### src/rtl/core/uvsg_pkg.sv
// shared constants, types and sine coefficients for the uv sphere vertex generator
package uvsg_pkg;

  localparam int unsigned ANG_W       = 16;
  localparam int unsigned QTR_W       = ANG_W - 2;
  localparam int unsigned IDX_W       = 8;
  localparam int unsigned CNT_W       = 9;
  localparam int unsigned RAD_W       = 16;
  localparam int unsigned COORD_W     = 17;
  localparam int unsigned MAG_W       = 16;
  localparam int unsigned MAG_FRAC    = 15;
  localparam int unsigned MAX_SECTORS = 256;
  localparam int unsigned MAX_RINGS   = 256;
  localparam int unsigned CFG_IDX_W   = 2;
  localparam int unsigned CFG_DATA_W  = 16;

  localparam int unsigned DIV_NW      = ANG_W + IDX_W + 1;
  localparam int unsigned DIV_DW      = CNT_W + 1;

  localparam int unsigned COEF_W      = 31;
  localparam int unsigned U_W         = 31;
  localparam int unsigned POLY_FRAC   = 30;
  localparam int unsigned U_SHIFT     = POLY_FRAC - QTR_W;
  localparam int unsigned HORNER      = 5;
  localparam int unsigned QS_LAT      = HORNER + 3;

  typedef enum logic [1:0] {
    FN_TOP    = 2'd0,
    FN_RING   = 2'd1,
    FN_BOTTOM = 2'd2,
    FN_ERROR  = 2'd3
  } func_e;

  typedef enum logic [CFG_IDX_W-1:0] {
    CFG_RADIUS  = 2'd0,
    CFG_SECTORS = 2'd1,
    CFG_STACKS  = 2'd2
  } cfg_reg_e;

  typedef struct packed {
    logic  valid;
    func_e kind;
  } tag_t;

  typedef struct packed {
    logic [MAG_W-1:0] se_mag;
    logic             se_neg;
    logic [MAG_W-1:0] ce_mag;
    logic             ce_neg;
    logic [MAG_W-1:0] sa_mag;
    logic             sa_neg;
    logic [MAG_W-1:0] ca_mag;
    logic             ca_neg;
  } trig_t;

  // odd polynomial for sin(pi/2 * u), q30 magnitudes, signs alternate
  function automatic logic [COEF_W-1:0] sin_coef(input int unsigned k);
    logic [COEF_W-1:0] c;
    case (k)
      0: c = 31'd1686629713;
      1: c = 31'd693598668;
      2: c = 31'd85569306;
      3: c = 31'd5026995;
      4: c = 31'd172272;
      5: c = 31'd3864;
      default: c = '0;
    endcase
    return c;
  endfunction

endpackage

### src/rtl/core/uvsg_scale.sv
// radius scaling, rounding and result selection
module uvsg_scale (
  input  logic                           clk_i,
  input  logic                           rst_ni,
  input  uvsg_pkg::tag_t                 tag_i,
  input  uvsg_pkg::trig_t                trig_i,
  input  logic [uvsg_pkg::RAD_W-1:0]     radius_i,
  output logic                           valid_o,
  output logic [uvsg_pkg::COORD_W-1:0]   x_o,
  output logic [uvsg_pkg::COORD_W-1:0]   y_o,
  output logic [uvsg_pkg::COORD_W-1:0]   z_o,
  output logic                           err_o
);

  localparam int unsigned RAD_W = uvsg_pkg::RAD_W;
  localparam int unsigned MAG_W = uvsg_pkg::MAG_W;
  localparam int unsigned MF    = uvsg_pkg::MAG_FRAC;
  localparam int unsigned CW    = uvsg_pkg::COORD_W;
  localparam int unsigned P1_W  = RAD_W + MAG_W;
  localparam int unsigned P2_W  = P1_W + MAG_W;

  uvsg_pkg::tag_t   tag1_q;
  logic [P1_W-1:0]  yp1_q;
  logic [P1_W-1:0]  cx1_q;
  logic [MAG_W-1:0] sa1_q;
  logic [MAG_W-1:0] ca1_q;
  logic             yneg1_q;
  logic             xneg1_q;
  logic             zneg1_q;

  uvsg_pkg::tag_t   tag2_q;
  logic [P2_W-1:0]  xp2_q;
  logic [P2_W-1:0]  zp2_q;
  logic [CW-1:0]    y2_q;
  logic             xneg2_q;
  logic             zneg2_q;

  logic [P1_W:0]    ysum;
  logic [CW-1:0]    ypos;
  logic [P2_W-1:0]  xsum;
  logic [P2_W-1:0]  zsum;
  logic [CW-1:0]    xpos;
  logic [CW-1:0]    zpos;
  logic [CW-1:0]    rpos;

  logic             valid_q;
  logic [CW-1:0]    x_d;
  logic [CW-1:0]    y_d;
  logic [CW-1:0]    z_d;
  logic             err_d;
  logic [CW-1:0]    x_q;
  logic [CW-1:0]    y_q;
  logic [CW-1:0]    z_q;
  logic             err_q;

  always_ff @(posedge clk_i or negedge rst_ni) begin
    if (!rst_ni) begin
      tag1_q  <= '0;
      tag2_q  <= '0;
      valid_q <= 1'b0;
    end else begin
      tag1_q  <= tag_i;
      tag2_q  <= tag1_q;
      valid_q <= tag2_q.valid;
    end
  end

  always_ff @(posedge clk_i) begin
    yp1_q   <= P1_W'(radius_i) * P1_W'(trig_i.se_mag);
    cx1_q   <= P1_W'(radius_i) * P1_W'(trig_i.ce_mag);
    sa1_q   <= trig_i.sa_mag;
    ca1_q   <= trig_i.ca_mag;
    yneg1_q <= trig_i.se_neg;
    xneg1_q <= trig_i.ce_neg ^ trig_i.sa_neg;
    zneg1_q <= trig_i.ce_neg ^ trig_i.ca_neg;
  end

  // round half away from zero on the magnitude, then apply the sign
  assign ysum = (P1_W+1)'(yp1_q) + (P1_W+1)'(1 << (MF - 1));
  assign ypos = CW'(ysum[P1_W:MF]);

  always_ff @(posedge clk_i) begin
    xp2_q   <= P2_W'(cx1_q) * P2_W'(sa1_q);
    zp2_q   <= P2_W'(cx1_q) * P2_W'(ca1_q);
    y2_q    <= yneg1_q ? (CW'(0) - ypos) : ypos;
    xneg2_q <= xneg1_q;
    zneg2_q <= zneg1_q;
  end

  assign xsum = xp2_q + P2_W'(1 << (2 * MF - 1));
  assign zsum = zp2_q + P2_W'(1 << (2 * MF - 1));
  assign xpos = CW'(xsum[P2_W-1:2*MF]);
  assign zpos = CW'(zsum[P2_W-1:2*MF]);
  assign rpos = CW'(radius_i);

  always_comb begin
    x_d   = '0;
    y_d   = '0;
    z_d   = '0;
    err_d = 1'b0;
    case (tag2_q.kind)
      uvsg_pkg::FN_TOP: begin
        y_d = rpos;
      end
      uvsg_pkg::FN_BOTTOM: begin
        y_d = CW'(0) - rpos;
      end
      uvsg_pkg::FN_RING: begin
        x_d = xneg2_q ? (CW'(0) - xpos) : xpos;
        y_d = y2_q;
        z_d = zneg2_q ? (CW'(0) - zpos) : zpos;
      end
      default: begin
        err_d = 1'b1;
      end
    endcase
  end

  always_ff @(posedge clk_i) begin
    x_q   <= x_d;
    y_q   <= y_d;
    z_q   <= z_d;
    err_q <= err_d;
  end

  assign valid_o = valid_q;
  assign x_o     = x_q;
  assign y_o     = y_q;
  assign z_o     = z_q;
  assign err_o   = err_q;

endmodule

### config.mk
export PLATFORM = sky130hd
export DESIGN_NAME = uvsg_scale
export DESIGN_NICKNAME = d
export VERILOG_FILES = /design/src/rtl/core/uvsg_pkg.sv /design/src/rtl/core/uvsg_scale.sv
export SDC_FILE = /design/constraint.sdc
export NUM_CORES = 2
export LEC_CHECK = 0
export BUFFER_PORTS_ARGS = -buffer_cell sky130_fd_sc_hd__buf_2
export CAP_MARGIN = 30
export CORE_MARGIN = 5
export CORE_UTILIZATION = 59
export DETAILED_ROUTE_END_ITERATION = 10
export PLACE_DENSITY = 0.73
export SLEW_MARGIN = 30
export SYNTH_ARGS = -nofsm -noshare
export SYNTH_HDL_FRONTEND = slang
export SYNTH_SLANG_ARGS = --single-unit
### constraint.sdc
create_clock -name clk_i -period 17.4 [get_ports clk_i]
set_input_delay 0.87 -clock clk_i [delete_from_list [all_inputs] [get_ports clk_i]]
set_output_delay 0.87 -clock clk_i [all_outputs]
set_load 0.05 [all_outputs]
==> metrics.txt <==
hold buffers post-CTS 0; first-pass GRT wire length ~220 mm; f_max approximately 140 MHz; Setup-failing EPs final 0; crit path time final around 7100 ps; Post-CTS Setup Bufs 0; Cells after Synth slightly above 6000; layout cells sized above 1 0.0490; pin count of the biggest net entering global routing 38; Final GP Congestion around 0.86; DRT iter0 DRCs 2469; sequential area share after synthesis 0.0749; Final Hold Viols 0; Routed Antenna Nets 0; synthesized area between 50000 and 60000 µm²; Clock Sinks a little under 200; WL final between 100 and 150 mm; top_reg_cell synth dfxtp_1; crit path capture type register; initial antenna violation count 11; share of the synthesized area in the top cell type 0.455; Skew-Pair Late Insertion Delay 530 ps; routed len/inst 17.9 µm; worst-path maximum fanout 32; CP startpoint kind register; Cell variety after synth slightly above 90; Chip Width about 310 µm; CP startpoint cx1_q[9]; net count after synthesis ~8000; r2r worst-path depth 20; FFs w/ async S/R, synth 0.0352; measured slew at the worst slew-check pin roughly 920 ps; CTS tree built; max cap viols 0; number of flops mapped to enable cells by yosys 0; total CTS buffers 17; num rows 110; Resized cells post-CTS 0; area leader, netlist fa_1; TNS Setup 0 ps; gr usage total 0.275; Final Cycle Share 0.408; Initial Utilization 0.595; total congestion overflow 0; Critical Path AT roughly 7500 ps; depth of the CTS H-tree 4; Post-Route Skew just over 20 ps; Final Util 0.620; synthesis-to-layout area growth 4.12%; fin. max-slew vios 0; clk slew on worst S/H paths around 100 ps; Core ar. about 90000 µm²; first-pass iteration count of the detailed router 5; Synth Warn # 0; die area 97100 µm²; I/O pins between 100 and 150; DP HPWL 96.0 mm; HP Class input pin to asynchronous set/reset pin; WP data required between 15000 and 20000 ps; Longest Clk Path Bufs 2; mean cell area of the mapped netlist 8.89 µm²; Vias/cell about 5.5; top-count cell post-synth inv_1; synth cell count leaders 1391 x inv_1, 1219 x fa_1, 1017 x nand2_1; Residual DRC 0; root buf cell clkbuf_16; RSZ-0062 raised after global routing no; Die Height around 310 µm; Slew HR 0.384; vias in the first global route between 40000 and 50000; register bit total from synthesis 199; IO Port Bufs approximately 140; Filler Cell Count 7613; status completed; Final nets slightly below 8000; Critical R2R Launch cx1_q[9]; WS Path Type register to register; main area contributors after synthesis fa_1 45%, ha_1 10%, inv_1 9.7%; Via Count approximately 39000
-- layout by cell type, fill, tap and decap left out, types with 9 or more instances in the layout --
cell          n
nor2b_1      12
nand3_1      52
a211oi_1     16
xnor2_1     120
nand2b_1     13
nand2_1    1017
a21o_1       46
o21bai_1     16
dfxtp_1     188
xor2_1       70
inv_1      1391
and3_1       19
a21oi_1      96
clkbuf_16    17
and2_1      595
fa_1       1219
o211ai_1      9
buf_2       141
nand4_1      35
nor3_1       34
ha_1        438
buf_4        76
a31oi_1      17
o21ai_0      65
nor2_1       81
or3_1        10
o21a_1       13
-- worst max-delay path, stage by stage (launching register included) --
cell,delay [ps]
dfxtp_2,940
nand2_1,200
fa_1,590
inv_1,60
fa_1,560
fa_1,440
fa_1,490
fa_1,510
inv_1,50
fa_1,480
inv_1,50
ha_1,300
nand3_1,130
nor2_1,120
o21ai_0,80
o311a_1,470
a211oi_1,630
o21ai_1,230
a31oi_1,350
a221oi_1,150
xnor2_1,150
-- final cells by class --
type	instances	area (µm²)	share of cell area
timing repair buffer	217	1280	0.0228
clock buffer	17	425	0.00761
inverter	1391	5220	0.0935
tap	1176	1470	0.0263
sequential	199	4020	0.0720
clock inverter	15	236	0.00423
multi-input combinational	4125	43200	0.773
antenna	8	20.0	0.000358
-- sequential cells by signal, indices dropped and copies added (netlist names), 17 cells and up --
| register | cells |
|---|---|
| cx1_q | 32 |
| x_o | 17 |
| xp2_q | 18 |
| y2_q | 17 |
| y_o | 17 |
| yp1_q | 18 |
| z_o | 17 |
| zp2_q | 18 |
-- metal layers --
metal	track usage	share of wire	vias up	wire (µm)
met1	0.355	0.40	19900	51500
li1	-	-	17500	-
met3	0.0515	0.074	247	9430
met2	0.476	0.49	1363	63200
met5	0	0.00037	-	47
met4	0.0827	0.029	6	3670
-- stage by stage --
step | hold slack, ps | setup slack, ps | area [µm²] | std cells
4_1_cts | 131 | 10210 | 55800 | 7140
2_1_floorplan | 310 | 10650 | 53700 | 6036
6_report | 149 | 10290 | 55900 | 7148
3_3_place_gp | 324 | 10180 | 55200 | 7108
5_1_grt | 143 | 10010 | 55900 | 7142
3_5_place_dp | 316 | 10190 | 55200 | 7108
-- logic make-up after synthesis --
| group | Yosys count | share of synthesized area |
|---|---|---|
| compound gates | 350 | 0.0421 |
| xor+xnor | 191 | 0.0313 |
| fa+ha+maj | 1657 | 0.557 |
| buf+inv | 1712 | 0.120 |
| flops | 199 | 0.0749 |
| mux | 5 | 0.00107 |
| simple gates | 1922 | 0.173 |
-- worst paths after layout --
check,endpoint,slack [ps]
worst min-delay path,tag2_q[2],150
worst min register to register,xneg2_q,350
worst max-delay path,xp2_q[46],10290
min in group clk_i,xneg2_q,350
worst max register to register,xp2_q[46],10290
max in group asynchronous,tag2_q[1],17100
Power is not shown: default switching activity piles up to over one toggle a cycle in this logic, so the estimate is an artifact.
