==> src/rtl/core/uvsg_pkg.sv <==
// shared constants, types and sine coefficients for the uv sphere vertex generator
package uvsg_pkg;

  localparam int unsigned ANG_W       = 16;
  localparam int unsigned QTR_W       = ANG_W - 2;
  localparam int unsigned IDX_W       = 8;
  localparam int unsigned CNT_W       = 9;
  localparam int unsigned RAD_W       = 16;
  localparam int unsigned COORD_W     = 17;
  localparam int unsigned MAG_W       = 16;
  localparam int unsigned MAG_FRAC    = 15;
  localparam int unsigned MAX_SECTORS = 256;
  localparam int unsigned MAX_RINGS   = 256;
  localparam int unsigned CFG_IDX_W   = 2;
  localparam int unsigned CFG_DATA_W  = 16;

  localparam int unsigned DIV_NW      = ANG_W + IDX_W + 1;
  localparam int unsigned DIV_DW      = CNT_W + 1;

  localparam int unsigned COEF_W      = 31;
  localparam int unsigned U_W         = 31;
  localparam int unsigned POLY_FRAC   = 30;
  localparam int unsigned U_SHIFT     = POLY_FRAC - QTR_W;
  localparam int unsigned HORNER      = 5;
  localparam int unsigned QS_LAT      = HORNER + 3;

  typedef enum logic [1:0] {
    FN_TOP    = 2'd0,
    FN_RING   = 2'd1,
    FN_BOTTOM = 2'd2,
    FN_ERROR  = 2'd3
  } func_e;

  typedef enum logic [CFG_IDX_W-1:0] {
    CFG_RADIUS  = 2'd0,
    CFG_SECTORS = 2'd1,
    CFG_STACKS  = 2'd2
  } cfg_reg_e;

  typedef struct packed {
    logic  valid;
    func_e kind;
  } tag_t;

  typedef struct packed {
    logic [MAG_W-1:0] se_mag;
    logic             se_neg;
    logic [MAG_W-1:0] ce_mag;
    logic             ce_neg;
    logic [MAG_W-1:0] sa_mag;
    logic             sa_neg;
    logic [MAG_W-1:0] ca_mag;
    logic             ca_neg;
  } trig_t;

  // odd polynomial for sin(pi/2 * u), q30 magnitudes, signs alternate
  function automatic logic [COEF_W-1:0] sin_coef(input int unsigned k);
    logic [COEF_W-1:0] c;
    case (k)
      0: c = 31'd1686629713;
      1: c = 31'd693598668;
      2: c = 31'd85569306;
      3: c = 31'd5026995;
      4: c = 31'd172272;
      5: c = 31'd3864;
      default: c = '0;
    endcase
    return c;
  endfunction

endpackage

==> src/rtl/core/uvsg_div.sv <==
// pipelined restoring divider, two lanes, one quotient bit per stage
module uvsg_div (
  input  logic                           clk_i,
  input  logic                           rst_ni,
  input  uvsg_pkg::tag_t                 tag_i,
  input  logic [uvsg_pkg::DIV_NW-1:0]    num_a_i,
  input  logic [uvsg_pkg::DIV_DW-1:0]    den_a_i,
  input  logic [uvsg_pkg::DIV_NW-1:0]    num_b_i,
  input  logic [uvsg_pkg::DIV_DW-1:0]    den_b_i,
  output uvsg_pkg::tag_t                 tag_o,
  output logic [uvsg_pkg::ANG_W-1:0]     quo_a_o,
  output logic [uvsg_pkg::ANG_W-1:0]     quo_b_o
);

  localparam int unsigned STAGES = uvsg_pkg::ANG_W;
  localparam int unsigned NW     = uvsg_pkg::DIV_NW;
  localparam int unsigned DW     = uvsg_pkg::DIV_DW;
  localparam int unsigned SH_W   = DW + STAGES;

  uvsg_pkg::tag_t          tag_in   [STAGES];
  uvsg_pkg::tag_t          tag_q    [STAGES];
  logic [NW-1:0]           rem_a_in [STAGES];
  logic [NW-1:0]           rem_a_q  [STAGES];
  logic [NW-1:0]           rem_b_in [STAGES];
  logic [NW-1:0]           rem_b_q  [STAGES];
  logic [DW-1:0]           den_a_in [STAGES];
  logic [DW-1:0]           den_a_q  [STAGES];
  logic [DW-1:0]           den_b_in [STAGES];
  logic [DW-1:0]           den_b_q  [STAGES];
  logic [STAGES-1:0]       quo_a_in [STAGES];
  logic [STAGES-1:0]       quo_a_q  [STAGES];
  logic [STAGES-1:0]       quo_b_in [STAGES];
  logic [STAGES-1:0]       quo_b_q  [STAGES];

  for (genvar s = 0; s < STAGES; s++) begin : g_stage
    logic [SH_W-1:0] dsh_a;
    logic [SH_W-1:0] dsh_b;
    logic            ge_a;
    logic            ge_b;

    if (s == 0) begin : g_first
      assign tag_in[s]   = tag_i;
      assign rem_a_in[s] = num_a_i;
      assign rem_b_in[s] = num_b_i;
      assign den_a_in[s] = den_a_i;
      assign den_b_in[s] = den_b_i;
      assign quo_a_in[s] = '0;
      assign quo_b_in[s] = '0;
    end else begin : g_next
      assign tag_in[s]   = tag_q[s-1];
      assign rem_a_in[s] = rem_a_q[s-1];
      assign rem_b_in[s] = rem_b_q[s-1];
      assign den_a_in[s] = den_a_q[s-1];
      assign den_b_in[s] = den_b_q[s-1];
      assign quo_a_in[s] = quo_a_q[s-1];
      assign quo_b_in[s] = quo_b_q[s-1];
    end

    assign dsh_a = SH_W'(den_a_in[s]) << (STAGES - 1 - s);
    assign dsh_b = SH_W'(den_b_in[s]) << (STAGES - 1 - s);
    assign ge_a  = SH_W'(rem_a_in[s]) >= dsh_a;
    assign ge_b  = SH_W'(rem_b_in[s]) >= dsh_b;

    always_ff @(posedge clk_i or negedge rst_ni) begin
      if (!rst_ni) begin
        tag_q[s] <= '0;
      end else begin
        tag_q[s] <= tag_in[s];
      end
    end

    always_ff @(posedge clk_i) begin
      rem_a_q[s] <= ge_a ? (rem_a_in[s] - dsh_a[NW-1:0]) : rem_a_in[s];
      rem_b_q[s] <= ge_b ? (rem_b_in[s] - dsh_b[NW-1:0]) : rem_b_in[s];
      den_a_q[s] <= den_a_in[s];
      den_b_q[s] <= den_b_in[s];
      quo_a_q[s] <= {quo_a_in[s][STAGES-2:0], ge_a};
      quo_b_q[s] <= {quo_b_in[s][STAGES-2:0], ge_b};
    end
  end

  assign tag_o   = tag_q[STAGES-1];
  assign quo_a_o = quo_a_q[STAGES-1];
  assign quo_b_o = quo_b_q[STAGES-1];

endmodule

==> config.mk <==
export PLATFORM = sky130hd
export DESIGN_NAME = uvsg_div
export DESIGN_NICKNAME = d
export VERILOG_FILES = /design/src/rtl/core/uvsg_pkg.sv /design/src/rtl/core/uvsg_div.sv
export SDC_FILE = /design/constraint.sdc
export NUM_CORES = 2
export LEC_CHECK = 0
export BUFFER_PORTS_ARGS = -buffer_cell sky130_fd_sc_hd__buf_2
export CAP_MARGIN = 20
export CORE_AREA = 4 4 361 363
export CTS_CLUSTER_DIAMETER = 40
export DETAILED_ROUTE_END_ITERATION = 8
export DIE_AREA = 0 0 365 367
export MAX_ROUTING_LAYER = met4
export PLACE_DENSITY_LB_ADDON = 0.08
export SETUP_SLACK_MARGIN = 0.1
export SYNTH_ARGS = -nofsm -noshare
export SYNTH_HDL_FRONTEND = slang
export SYNTH_SLANG_ARGS = --single-unit
==> constraint.sdc <==
create_clock -name clk_i -period 6.8 [get_ports clk_i]
set_input_delay 0.68 -clock clk_i [delete_from_list [all_inputs] [get_ports clk_i]]
set_output_delay 0.68 -clock clk_i [all_outputs]
set_load 0.01 [all_outputs]
==> metrics.csv <==
stage,metric,value,unit
status,run status,finished clean,
power_and_ir_drop,PD cells,494.4,nW/µm²
power_and_ir_drop,Leakage,26.17,nW
floorplan,Starting Density,39.78,%
critical_path,critical path capture point type,flip-flop,
critical_path,R2R setup slack,3420,ps
floorplan,die height,367,µm
place,dpl hpwl,73900,µm
clock_network,CTS Sinks,1370,
floorplan,Die Area,134000,µm²
cells_and_area,n_diodes,0,
global_routing,first-pass GRT wire length,163500,µm
logic_synthesis,Netlist Area Pre-Place,50540,µm²
logic_synthesis,Post-synth EDFFs,0,
sta,Worst Skew,21.06,ps
cells_and_area,Syn-to-layout area delta,19.41,%
cells_and_area,FF+latch area,27670,µm²
cells_and_area,fillers,11760,
clock_network,maximum clock path buffer count,3,
drt,1st-pass router iterations,5,
sta,Max Freq,296.3,MHz
global_routing,initial antenna violation count,0,
place,IO Port Bufs,109,
power_and_ir_drop,Tot Pwr,0.02983,W
drt,drt drc,0,
drt,DR vias,32670,
sta,worst-margin pin slew,852.4,ps
critical_path,worst setup path class,flip-flop to flip-flop,
drt,Vias/cell,4.721,
floorplan,Top Ports,110,
critical_path,CP required,7510,ps
floorplan,die width,365,µm
clock_network,"Setup Fix Bufs, Post-CTS",0,
floorplan,core area,127000,µm²
logic_synthesis,Post-Syn Instances,4786,
sta,final hold vios,0,
logic_synthesis,sequential share of the synthesized area,54.74,%
cells_and_area,"most common cell after layout, fill and taps aside",dfxtp_1,
logic_synthesis,Synth top area share,52.37,%
clock_network,Num CTS Buffers,189,
global_routing,GRT overflow,0,
logic_synthesis,synthesized net count,5211,
sta,Max-Slew Margin vs Limit,42.28,%
sta,RSZ-0062 raised after global routing,no,
critical_path,critical path arrival,4080,ps
drt,Routed WL per cell,14.09,µm
sta,"Setup violations, final",0,
flow_run,max-cap violations,0,
logic_synthesis,Main synth FF type,dfxtp_1,
cells_and_area,share of layout cells above drive strength 1,10.38,%
power_and_ir_drop,Max rail drop VDD,0.0002657,V
global_routing,vias in the first global route,33620,
floorplan,# rows,131,
critical_path,Startpoint Class,flip-flop,
place,Final GP Congestion,0.8793,
critical_path,Worst Reg-to-Reg Cells,10,
drt,final WL,97520,µm
clock_network,worst-skew pair later-pin latency,790,ps
sta,max-slew violations,0,
drt,Final ANT Viol Nets,0,
clock_network,H-tree levels,4,
cells_and_area,multi-input logic area,21090,µm²
critical_path,Worst Path Max Fanout,21,
logic_synthesis,Synth area leaders,"dfxtp_1 52%, ha_1 7.9%, xnor2_1 3.3%, xor2_1 3.1%, inv_1 3.0%",
sta,fin crit share,49.64,%
clock_network,Root Driver,clkbuf_16,
logic_synthesis,Yosys top cell by area,dfxtp_1,
cells_and_area,# nets final,5522,
cells_and_area,"commonest non-fill, non-tap cells in the layout","1322 x dfxtp_1, 405 x inv_1, 320 x ha_1, 276 x nor2_1, 270 x nand2_1",
logic_synthesis,synth warn,0,
logic_synthesis,syn avg cell area,10.56,µm²
logic_synthesis,asr flop ratio synth,3.504,%
global_routing,GRT Overall Usage,15.19,%
logic_synthesis,"flops & latches, synth",1370,
worst_hold_path,Hold Path Class,input port to flip-flop,
worst_hold_path,WHS Path Cells,2,
logic_synthesis,"Distinct cells, synth",91,
sta,Fin Setup TNS,0,ps
sta,minimum clock period,3375,ps
global_routing,largest net degree at the start of global routing,49,
clock_network,CTS tree,yes,
clock_network,clk slew on worst S/H paths,60,ps
drt,DRT iter0 DRCs,1556,
## critical path: stages (launching register included)
cell and delay, ps:
dfxtp_1 340, inv_1 50, ha_1 350, or4b_1 440, nor4_1 570, a31o_2 300, a211oi_2 50, buf_4 200
or4_1 560, nor4_1 260, xor2_1 190
## layer usage
layer | track usage, % | part of all wire, %
met2 | 26.28 | 49
met5 | - | 0
met3 | 3.292 | 3.8
met1 | 16.24 | 42
met4 | 7.964 | 5.1
## through the flow
step,util (%),instance area [µm²],setup slack (ps),hold slack (ps),std cells
final,47.51,60350,3425,129.9,6920
after global routing,47.51,60350,3259,93.47,6920
after detailed placement,41.77,53060,3439,312.1,6513
after global placement,41.76,53050,3282,309.5,6512
after CTS,47.48,60320,3437,28.54,6918
after floorplan,-,50540,3960,309.6,4786
## sequential cells by signal, summed over array words and instances, names as in the netlist
signal   flops
den_a_q    150
den_b_q    150
quo_a_q    136
quo_b_q    136
rem_a_q    375
rem_b_q    375
tag_in      45
tag_o        3
## final cells by class
cell class | instances | share of cell area, %
Clock buffer | 231 | 8.590
Multi-Input combinational cell | 2942 | 34.94
Timing Repair Buffer | 182 | 2.063
Tap cell | 1662 | 3.446
Sequential cell | 1370 | 45.85
Inverter | 412 | 2.563
Clock inverter | 121 | 2.552
## synthesized netlist by cell type, drive strengths merged (9+ instances only)
cell type	count
nor2	276
a211o	12
nand4	40
fa	30
ha	320
clkbuf	54
o21ai	257
o31ai	37
nand3	62
nor3	113
a21oi	234
a211oi	32
dfxtp	1322
dfrtp	48
or4	32
inv	412
xor2	179
nor3b	15
a31oi	23
a21o	69
and2	13
nor4	99
nand4b	22
nand3b	22
or3	38
nand2b	63
mux2	100
xnor2	189
a21boi	9
o22ai	9
and3	20
o211ai	22
nand2	270
nor4b	18
o21bai	15
nor2b	81
or2	20
mux2i	23
o21a	62
o31a	24
## worst paths after layout
kind | start | endpoint
worst max-delay path | den_a_q[1][2] | rem_a_q[1][49]
worst max register to register | den_a_q[1][2] | rem_a_q[1][49]
min in group asynchronous | rst_ni | tag_in[42]
worst min register to register | quo_b_q[14][13] | quo_b_q[15][14]
max in group asynchronous | rst_ni | tag_o[0]
worst min-delay path | num_a_i[20] | rem_a_q[0][20]
## cell families (layout without fill, tap and decap cells)
kind of cell	after synthesis	after routing	synth area share, %
adder cells (fa/ha/maj)	350	350	9.111
AO/OA/AOI/OAI	871	871	10.77
XOR/XNOR	368	368	6.378
AND/OR/NAND/NOR	1230	1230	12.75
flip-flops	1370	1370	54.74
buffers and inverters	474	946	3.565
multiplexers	123	123	2.684
## power breakdown
| group | total (W) | switching, W | internal [W] |
|---|---|---|---|
| registers | 0.0115 | 0.00130 | 0.0102 |
| logic | 0.00830 | 0.00438 | 0.00392 |
| clock network | 0.0101 | 0.00369 | 0.00639 |
## timing repair
item | CTS | global route
endpoints found under the hold margin | 53 | 48
resized for setup | 0 | 0
hold buffers | 53 | 1
No activity file was read; power rests on OpenSTA's default activity.
